File: config.mk
export PLATFORM = sky130hd
export DESIGN_NAME = sorted_key_list
export DESIGN_NICKNAME = d
export VERILOG_FILES = /design/src/skl_pkg.sv /design/src/skl_ctrl.sv /design/src/skl_dp.sv /design/src/sorted_key_list.sv
export SDC_FILE = /design/constraint.sdc
export NUM_CORES = 2
export LEC_CHECK = 0
export BUFFER_PORTS_ARGS = -buffer_cell sky130_fd_sc_hd__clkbuf_2
export CORE_AREA = 10 10 329 331
export CTS_CLUSTER_SIZE = 16
export DETAILED_ROUTE_END_ITERATION = 7
export DIE_AREA = 0 0 339 341
export SLEW_MARGIN = 25
export SYNTH_ARGS = -nofsm -noshare
export SYNTH_HDL_FRONTEND = slang
export SYNTH_SLANG_ARGS = --single-unit
File: constraint.sdc
create_clock -name clk -period 7.7 [get_ports clk]
set_clock_uncertainty 0.05 [all_clocks]
set_input_delay 1.155 -clock clk [delete_from_list [all_inputs] [get_ports clk]]
set_output_delay 1.155 -clock clk [all_outputs]
set_load 0.05 [all_outputs]
File: src/skl_pkg.sv
// Shared types and constants for the sorted key list.
// No dependencies; used by skl_ctrl, skl_dp and sorted_key_list.
package skl_pkg;

  localparam int CAPACITY  = 16;
  localparam int KEY_WIDTH = 32;
  localparam int IDX_W     = $clog2(CAPACITY);
  localparam int CNT_W     = $clog2(CAPACITY + 1);
  localparam int POS_W     = 4;
  localparam int COUNT_W   = 5;

  typedef enum logic [1:0] {
    OP_INSERT = 2'd0,
    OP_LOOKUP = 2'd1,
    OP_DELETE = 2'd2,
    OP_UPDATE = 2'd3
  } op_t;

  typedef enum logic {
    S_IDLE,
    S_UPD
  } state_t;

  typedef struct packed {
    logic first;
    logic search;
    logic do_insert;
    logic do_delete;
    logic use_saved;
    logic load_out;
  } cmd_t;

endpackage

File: src/skl_ctrl.sv
// Controller FSM for the sorted key list: input/output handshake and datapath commands.
// Depends on skl_pkg.
module skl_ctrl (
  input  logic                clk,
  input  logic                rst_n,
  input  logic                in_valid,
  input  logic [1:0]          in_operation,
  output logic                in_stall,
  output logic                out_valid,
  input  logic                out_stall,
  output skl_pkg::cmd_t       cmd
);

  skl_pkg::state_t state_r, state_nxt;
  logic            out_valid_r, out_valid_nxt;
  logic            out_free;
  logic            accept;

  assign out_free  = !out_valid_r || !out_stall;
  assign in_stall  = !((state_r == skl_pkg::S_IDLE) && out_free);
  assign accept    = in_valid && !in_stall;
  assign out_valid = out_valid_r;

  always_ff @(posedge clk) begin
    if (!rst_n) begin
      state_r     <= skl_pkg::S_IDLE;
      out_valid_r <= 1'b0;
    end else begin
      state_r     <= state_nxt;
      out_valid_r <= out_valid_nxt;
    end
  end

  always_comb begin
    state_nxt = state_r;
    cmd       = '0;
    unique case (state_r)
      skl_pkg::S_IDLE: begin
        if (accept) begin
          cmd.first = 1'b1;
          unique case (skl_pkg::op_t'(in_operation))
            skl_pkg::OP_INSERT: begin
              cmd.do_insert = 1'b1;
              cmd.load_out  = 1'b1;
            end
            skl_pkg::OP_LOOKUP: begin
              cmd.search   = 1'b1;
              cmd.load_out = 1'b1;
            end
            skl_pkg::OP_DELETE: begin
              cmd.search    = 1'b1;
              cmd.do_delete = 1'b1;
              cmd.load_out  = 1'b1;
            end
            skl_pkg::OP_UPDATE: begin
              cmd.search    = 1'b1;
              cmd.do_delete = 1'b1;
              state_nxt     = skl_pkg::S_UPD;
            end
            default: ;
          endcase
        end
      end
      skl_pkg::S_UPD: begin
        cmd.do_insert = 1'b1;
        cmd.use_saved = 1'b1;
        cmd.load_out  = 1'b1;
        state_nxt     = skl_pkg::S_IDLE;
      end
      default: state_nxt = skl_pkg::S_IDLE;
    endcase
    out_valid_nxt = cmd.load_out || (out_valid_r && out_stall);
  end

endmodule

File: src/skl_dp.sv
// Datapath for the sorted key list: row of key cells with parallel compare and
// shift for insert/delete, plus the result register. Depends on skl_pkg.
module skl_dp (
  input  logic                                 clk,
  input  logic                                 rst_n,
  input  skl_pkg::cmd_t                        cmd,
  input  logic signed [skl_pkg::KEY_WIDTH-1:0] in_key,
  input  logic signed [skl_pkg::KEY_WIDTH-1:0] in_new_key,
  output logic                                 out_found,
  output logic [skl_pkg::POS_W-1:0]            out_position,
  output logic                                 out_full_res,
  output logic [skl_pkg::COUNT_W-1:0]          out_count
);

  logic signed [skl_pkg::KEY_WIDTH-1:0] keys_r [skl_pkg::CAPACITY];
  logic signed [skl_pkg::KEY_WIDTH-1:0] nk_r;
  logic signed [skl_pkg::KEY_WIDTH-1:0] key_sel;
  logic [skl_pkg::CNT_W-1:0]            count_r, count_nxt;
  logic [skl_pkg::CAPACITY-1:0]         vld, lt, hit, lt_ext;
  logic [skl_pkg::IDX_W-1:0]            hit_idx;
  logic                                 found, full, ins_en, del_en;
  logic                                 f_r;
  logic [skl_pkg::IDX_W-1:0]            p_r;
  logic                                 out_found_r, out_full_r;
  logic [skl_pkg::POS_W-1:0]            out_pos_r;
  logic [skl_pkg::COUNT_W-1:0]          out_count_r;

  assign key_sel = cmd.use_saved ? nk_r : in_key;
  assign lt_ext  = {lt[skl_pkg::CAPACITY-2:0], 1'b1};

  for (genvar g = 0; g < skl_pkg::CAPACITY; g++) begin : g_cell
    logic signed [skl_pkg::KEY_WIDTH-1:0] up_src, dn_src;

    assign vld[g] = skl_pkg::CNT_W'(g) < count_r;
    assign lt[g]  = vld[g] && (keys_r[g] < key_sel);
    assign hit[g] = vld[g] && (keys_r[g] == key_sel) && lt_ext[g];

    if (g == 0) begin : g_first
      assign up_src = key_sel;
    end else begin : g_mid
      assign up_src = lt_ext[g] ? key_sel : keys_r[g-1];
    end

    if (g == skl_pkg::CAPACITY - 1) begin : g_last
      assign dn_src = keys_r[g];
    end else begin : g_body
      assign dn_src = keys_r[g+1];
    end

    always_ff @(posedge clk) begin
      if (ins_en && !lt[g]) begin
        keys_r[g] <= up_src;
      end else if (del_en && !lt[g]) begin
        keys_r[g] <= dn_src;
      end
    end
  end

  always_comb begin
    hit_idx = '0;
    for (int i = 0; i < skl_pkg::CAPACITY; i++) begin
      if (hit[i]) begin
        hit_idx = hit_idx | skl_pkg::IDX_W'(i);
      end
    end
  end

  assign found  = |hit;
  assign full   = count_r == skl_pkg::CNT_W'(skl_pkg::CAPACITY);
  assign ins_en = cmd.do_insert && !full;
  assign del_en = cmd.do_delete && found;

  always_comb begin
    count_nxt = count_r;
    if (ins_en) begin
      count_nxt = count_r + skl_pkg::CNT_W'(1);
    end else if (del_en) begin
      count_nxt = count_r - skl_pkg::CNT_W'(1);
    end
  end

  always_ff @(posedge clk) begin
    if (!rst_n) begin
      count_r <= '0;
    end else begin
      count_r <= count_nxt;
    end
  end

  // update keeps its search result and new key for the insert step
  always_ff @(posedge clk) begin
    if (cmd.first) begin
      nk_r <= in_new_key;
      f_r  <= cmd.search && found;
      p_r  <= (cmd.search && found) ? hit_idx : '0;
    end
  end

  always_ff @(posedge clk) begin
    if (cmd.load_out) begin
      if (cmd.first) begin
        out_found_r <= cmd.search && found;
        out_pos_r   <= (cmd.search && found) ? skl_pkg::POS_W'(hit_idx) : '0;
      end else begin
        out_found_r <= f_r;
        out_pos_r   <= skl_pkg::POS_W'(p_r);
      end
      out_full_r  <= cmd.do_insert && full;
      out_count_r <= skl_pkg::COUNT_W'(count_nxt);
    end
  end

  assign out_found    = out_found_r;
  assign out_position = out_pos_r;
  assign out_full_res = out_full_r;
  assign out_count    = out_count_r;

endmodule

File: src/sorted_key_list.sv
// Top level of the sorted key list: controller plus cell-row datapath.
// Depends on skl_pkg, skl_ctrl and skl_dp.
//
// channel | direction | handshake              | payload
// in_     | input     | in_valid / in_stall    | in_operation, in_key, in_new_key
// out_    | output    | out_valid / out_stall  | out_found, out_position, out_full_res, out_count
//
// Insert, lookup and delete are done in state S_IDLE; update does its delete there, then its insert in S_UPD.
// The row of key cells compares all entries and shifts in the same cycle; update uses it twice.
// Synchronous active-low reset empties the list; key cells are not cleared.
// in_stall is high during the insert step of an update (S_UPD) and while a result is held by out_stall.
module sorted_key_list (
  input  logic                                 clk,
  input  logic                                 rst_n,
  input  logic                                 in_valid,
  output logic                                 in_stall,
  input  logic [1:0]                           in_operation,
  input  logic signed [skl_pkg::KEY_WIDTH-1:0] in_key,
  input  logic signed [skl_pkg::KEY_WIDTH-1:0] in_new_key,
  output logic                                 out_valid,
  input  logic                                 out_stall,
  output logic                                 out_found,
  output logic [skl_pkg::POS_W-1:0]            out_position,
  output logic                                 out_full_res,
  output logic [skl_pkg::COUNT_W-1:0]          out_count
);

  skl_pkg::cmd_t cmd;

  skl_ctrl u_ctrl (
    .clk          (clk),
    .rst_n        (rst_n),
    .in_valid     (in_valid),
    .in_operation (in_operation),
    .in_stall     (in_stall),
    .out_valid    (out_valid),
    .out_stall    (out_stall),
    .cmd          (cmd)
  );

  skl_dp u_dp (
    .clk          (clk),
    .rst_n        (rst_n),
    .cmd          (cmd),
    .in_key       (in_key),
    .in_new_key   (in_new_key),
    .out_found    (out_found),
    .out_position (out_position),
    .out_full_res (out_full_res),
    .out_count    (out_count)
  );

`ifndef SYNTHESIS
  a_count_bound: assert property (@(posedge clk) disable iff (!rst_n)
    out_valid |-> (out_count <= skl_pkg::COUNT_W'(skl_pkg::CAPACITY)))
    else $error("result count above capacity");

  a_update_two_cycles: assert property (@(posedge clk) disable iff (!rst_n)
    (in_valid && !in_stall && (in_operation == skl_pkg::OP_UPDATE)) |=> in_stall)
    else $error("update not held for its insert step");

  a_no_dual_shift: assert property (@(posedge clk) disable iff (!rst_n)
    !(cmd.do_insert && cmd.do_delete))
    else $error("insert and delete in one cycle");

  a_full_only_if_absent: assert property (@(posedge clk) disable iff (!rst_n)
    out_valid |-> !(out_full_res && out_found))
    else $error("refused insert after a successful delete");
`endif

endmodule

==> out/qor.csv <==
metric,value,unit
path_max_fanout,32,
postCtsResizedCells,0,
timing.critical_path.slowest_stage_cell,mux2i_4,
beginning_of_the_worst_hold_path,u_dp.p_r[2],
fmax,150,MHz
cellPowerDensity,177,nW/um2
critical_path.reg2reg.startpoint,u_ctrl.state_r,
yosys_warning_count,0,
floorplan.initialDensity,0.399,
setup.reg_to_reg.worst_slack,1.02,ns
cp_cell_sequence,buf_12 -> mux2i_4 -> ha_1 -> nand4_1 -> nor4_1 -> buf_4 -> nor2b_1 -> o31a_1 -> nor4_1 -> a221oi_1 -> nand4b_1 -> or4_1 -> nor4_4 -> buf_4 -> nor3_2 -> buf_4 -> mux2_1,
finish.net_count,4534,
setup_violations,0,
post-route-period-util,0.868,
cts_hold_repair.buffers,0,
syn_avg_cell_area,10.5,um2
rsz0062_at_grt,no,
first_global_vias,30267,
count_of_buffering_cells_on_the_critical_path_with_inverters_included,4,
design.core.area,101000,um2
grt_overflow,0,
worst-endpoint-required,8.01,ns
area_share_of_the_largest_cell_type_after_synthesis,0.412,
cts.clk_slew.worst_paths,0.05,ns
postRouteAntennaNets,0,
timing.max_slew.rel_slack,0.321,
fin_util,0.451,
die_w,339,um
hold_viol,0,
wl_per_cell,20.3,um
first_pass_iteration_count_of_the_detailed_router,6,
antenna-diode-count,0,
worst_hold_path.endpoint,u_dp.p_r[2],
fp.dieArea,116000,um2
finalMaxSlewViolations,0,
worst_skew_pair.late_latency,0.63,ns
synth_area,40400,um2
ys_ff_latch,567,
postSynth.asyncResetShare,0,
synthDistinctLibCells,70,
antenna_found_initial,0,
post_route_cells_drive_above_1_share,0.203,
placementRows,117,
grt.total_usage,0.183,
clock_tree.htree_level_count,3,
boundaryPins,83,
cts_sinks,567,
die_height,341,um
synthesis.instances,3867,
io_buffers,82,
cts_tree,done,
synth_top_cells_by_area,"edfxtp_1, ha_1, mux2_2",
yosys.cell_count.top_type,edfxtp_1,
hold_removal_path_class,reg -> reg,
place.detailed.hpwl,84600,um
critical_path.reg2reg.endpoint,u_dp.keys_r[1][205],
dr_total_vias,29894,
ctsRootBufferMaster,clkbuf_16,
max-vdd-ir-drop,0.130,mV
route.final.wire_length,109000,um
least_margin_pin_slew,1.02,ns
grt_pass1_wl,172000,um
route.detailed.vias_per_inst,5.57,
drc_errors,0,
timing.critical_path.arrival,6.99,ns
gp_routability_congestion,0.904,
final_period_minus_worst_setup_slack,6.68,ns
ff2ff_path_depth,17,
grt_start_max_net_pins,67,
cts_buffers,67,
outcome,"finished, final reports clean",
syn-num-nets,4452,
drtIter0Drc,1981,
synth_top_cells_by_count,"edfxtp_1, ha_1, a21oi_1, mux2_2, nor2_1",
cts-root-to-sink-buffers,3,
synthDominantAreaCellType,edfxtp_1,
yosys_most_used_dff,edfxtp_1,
cpLargestDelayFamily,simple AND/OR/NAND/NOR gates,
cts.repair_timing.setup_buffer_count,0,
critPathKind,reg -> reg,
start_kind,flop,
power.leakage,17.7,nW
seq_area_frac_synth,0.418,
finalSetupTns,0,ns
critical_path.most_common_cell,buf_4,
critPathMaxStageDelay,0.84,ns
edff_count_synth,555,
p_r_area_growth_vs_syn,13.1,%
cp-end-kind,flop,
hold_critical_path_depth,2,
drv.max_cap_violation_count,0,
[worst register-to-register path: stages (launching register included)]
cell and delay, ns:
dfxtp_4 0.68, buf_12 0.32, mux2i_4 0.89, ha_1 0.24, nand4_1 0.15, nor4_1 0.36
buf_4 0.21, nor2b_1 0.27, o31a_1 0.33, nor4_1 0.09, a221oi_1 0.47, nand4b_1 0.19
or4_1 0.62, nor4_4 0.43, buf_4 0.33, nor3_2 0.08, buf_4 0.32, mux2_1 0.40
[cells by family (layout without fill, tap and decap cells)]
| family | Yosys count | after routing | synth area share |
|---|---|---|---|
| AO/OA/AOI/OAI | 944 | 944 | 0.134 |
| XOR/XNOR | 14 | 14 | 0.00303 |
| adder cells (fa/ha/maj) | 515 | 515 | 0.159 |
| buffers and inverters | 270 | 401 | 0.0260 |
| flip-flops | 567 | 567 | 0.418 |
| multiplexers | 517 | 517 | 0.141 |
| AND/OR/NAND/NOR | 1040 | 1040 | 0.119 |
[placed cells by master (no fill, tap or decap), drive strengths merged, types with 19 or more instances in the layout]
cell type,instances
edfxtp,555
ha,515
a21oi,502
mux2,435
nor2,406
nand2,269
o21ai,220
clkbuf,176
buf,126
nand4,118
a21o,91
mux2i,82
inv,78
nand3,53
nor3,42
nor2b,39
nor4,27
o211ai,19
[layer usage]
layer	GRT usage	part of all wire
met1	0.234	0.44
met2	0.314	0.48
met3	0.0300	0.047
met4	0.0548	0.028
met5	0	0
[metrics by stage]
step | hold slack [ns] | cells | total power, mW | instance area, um2 | setup WS [ns]
2_1_floorplan | 0.368 | 3867 | 4.51 | 40400 | 0.901
3_3_place_gp | 0.397 | 5243 | 4.91 | 43400 | 0.749
3_5_place_dp | 0.402 | 5247 | 4.96 | 43600 | 0.793
4_1_cts | 0.415 | 5365 | 8.19 | 45700 | 1.11
5_1_grt | 0.441 | 5366 | 8.47 | 45700 | 0.771
6_report | 0.409 | 5366 | 8.11 | 45700 | 1.02
[sequential cells by signal, indices dropped and copies added, names as in the netlist]
signal             cells
u_ctrl.out_valid       1
u_ctrl.state_r         1
u_dp.count_r           5
u_dp.f_r               1
u_dp.keys_r          512
u_dp.nk_r             32
u_dp.out_count         5
u_dp.out_found         1
u_dp.out_full_res      1
u_dp.out_position      4
u_dp.p_r               4
[layout make-up]
cell class / instances / area [um2]
Fill cell: 9496 / 55700
Multi-Input combinational cell: 3030 / 23100
Sequential cell: 567 / 16900
Clock buffer: 94 / 1880
Tap cell: 1368 / 1710
Timing Repair Buffer: 208 / 1550
Inverter: 75 / 282
Clock inverter: 24 / 267
[where the power goes]
| group | total (mW) | switching, mW | internal [mW] |
|---|---|---|---|
| logic | 1.22 | 0.726 | 0.497 |
| clock network | 3.21 | 1.34 | 1.87 |
| registers | 3.68 | 0.114 | 3.56 |
| total | 8.11 | 2.18 | 5.93 |
[worst max-delay path by stage]
stage                          end  depth (start not counted)           start
2_1_floorplan    u_dp.keys_r[0][0]                         17  u_ctrl.state_r
3_3_place_gp    u_dp.keys_r[0][68]                         15      in_key[31]
3_5_place_dp   u_dp.keys_r[1][139]                         18      in_key[13]
4_1_cts        u_dp.keys_r[1][211]                         17  u_ctrl.state_r
5_1_grt        u_dp.keys_r[1][211]                         17  u_ctrl.state_r
6_report       u_dp.keys_r[1][205]                         17  u_ctrl.state_r
Power figures use the tool's default switching activity.
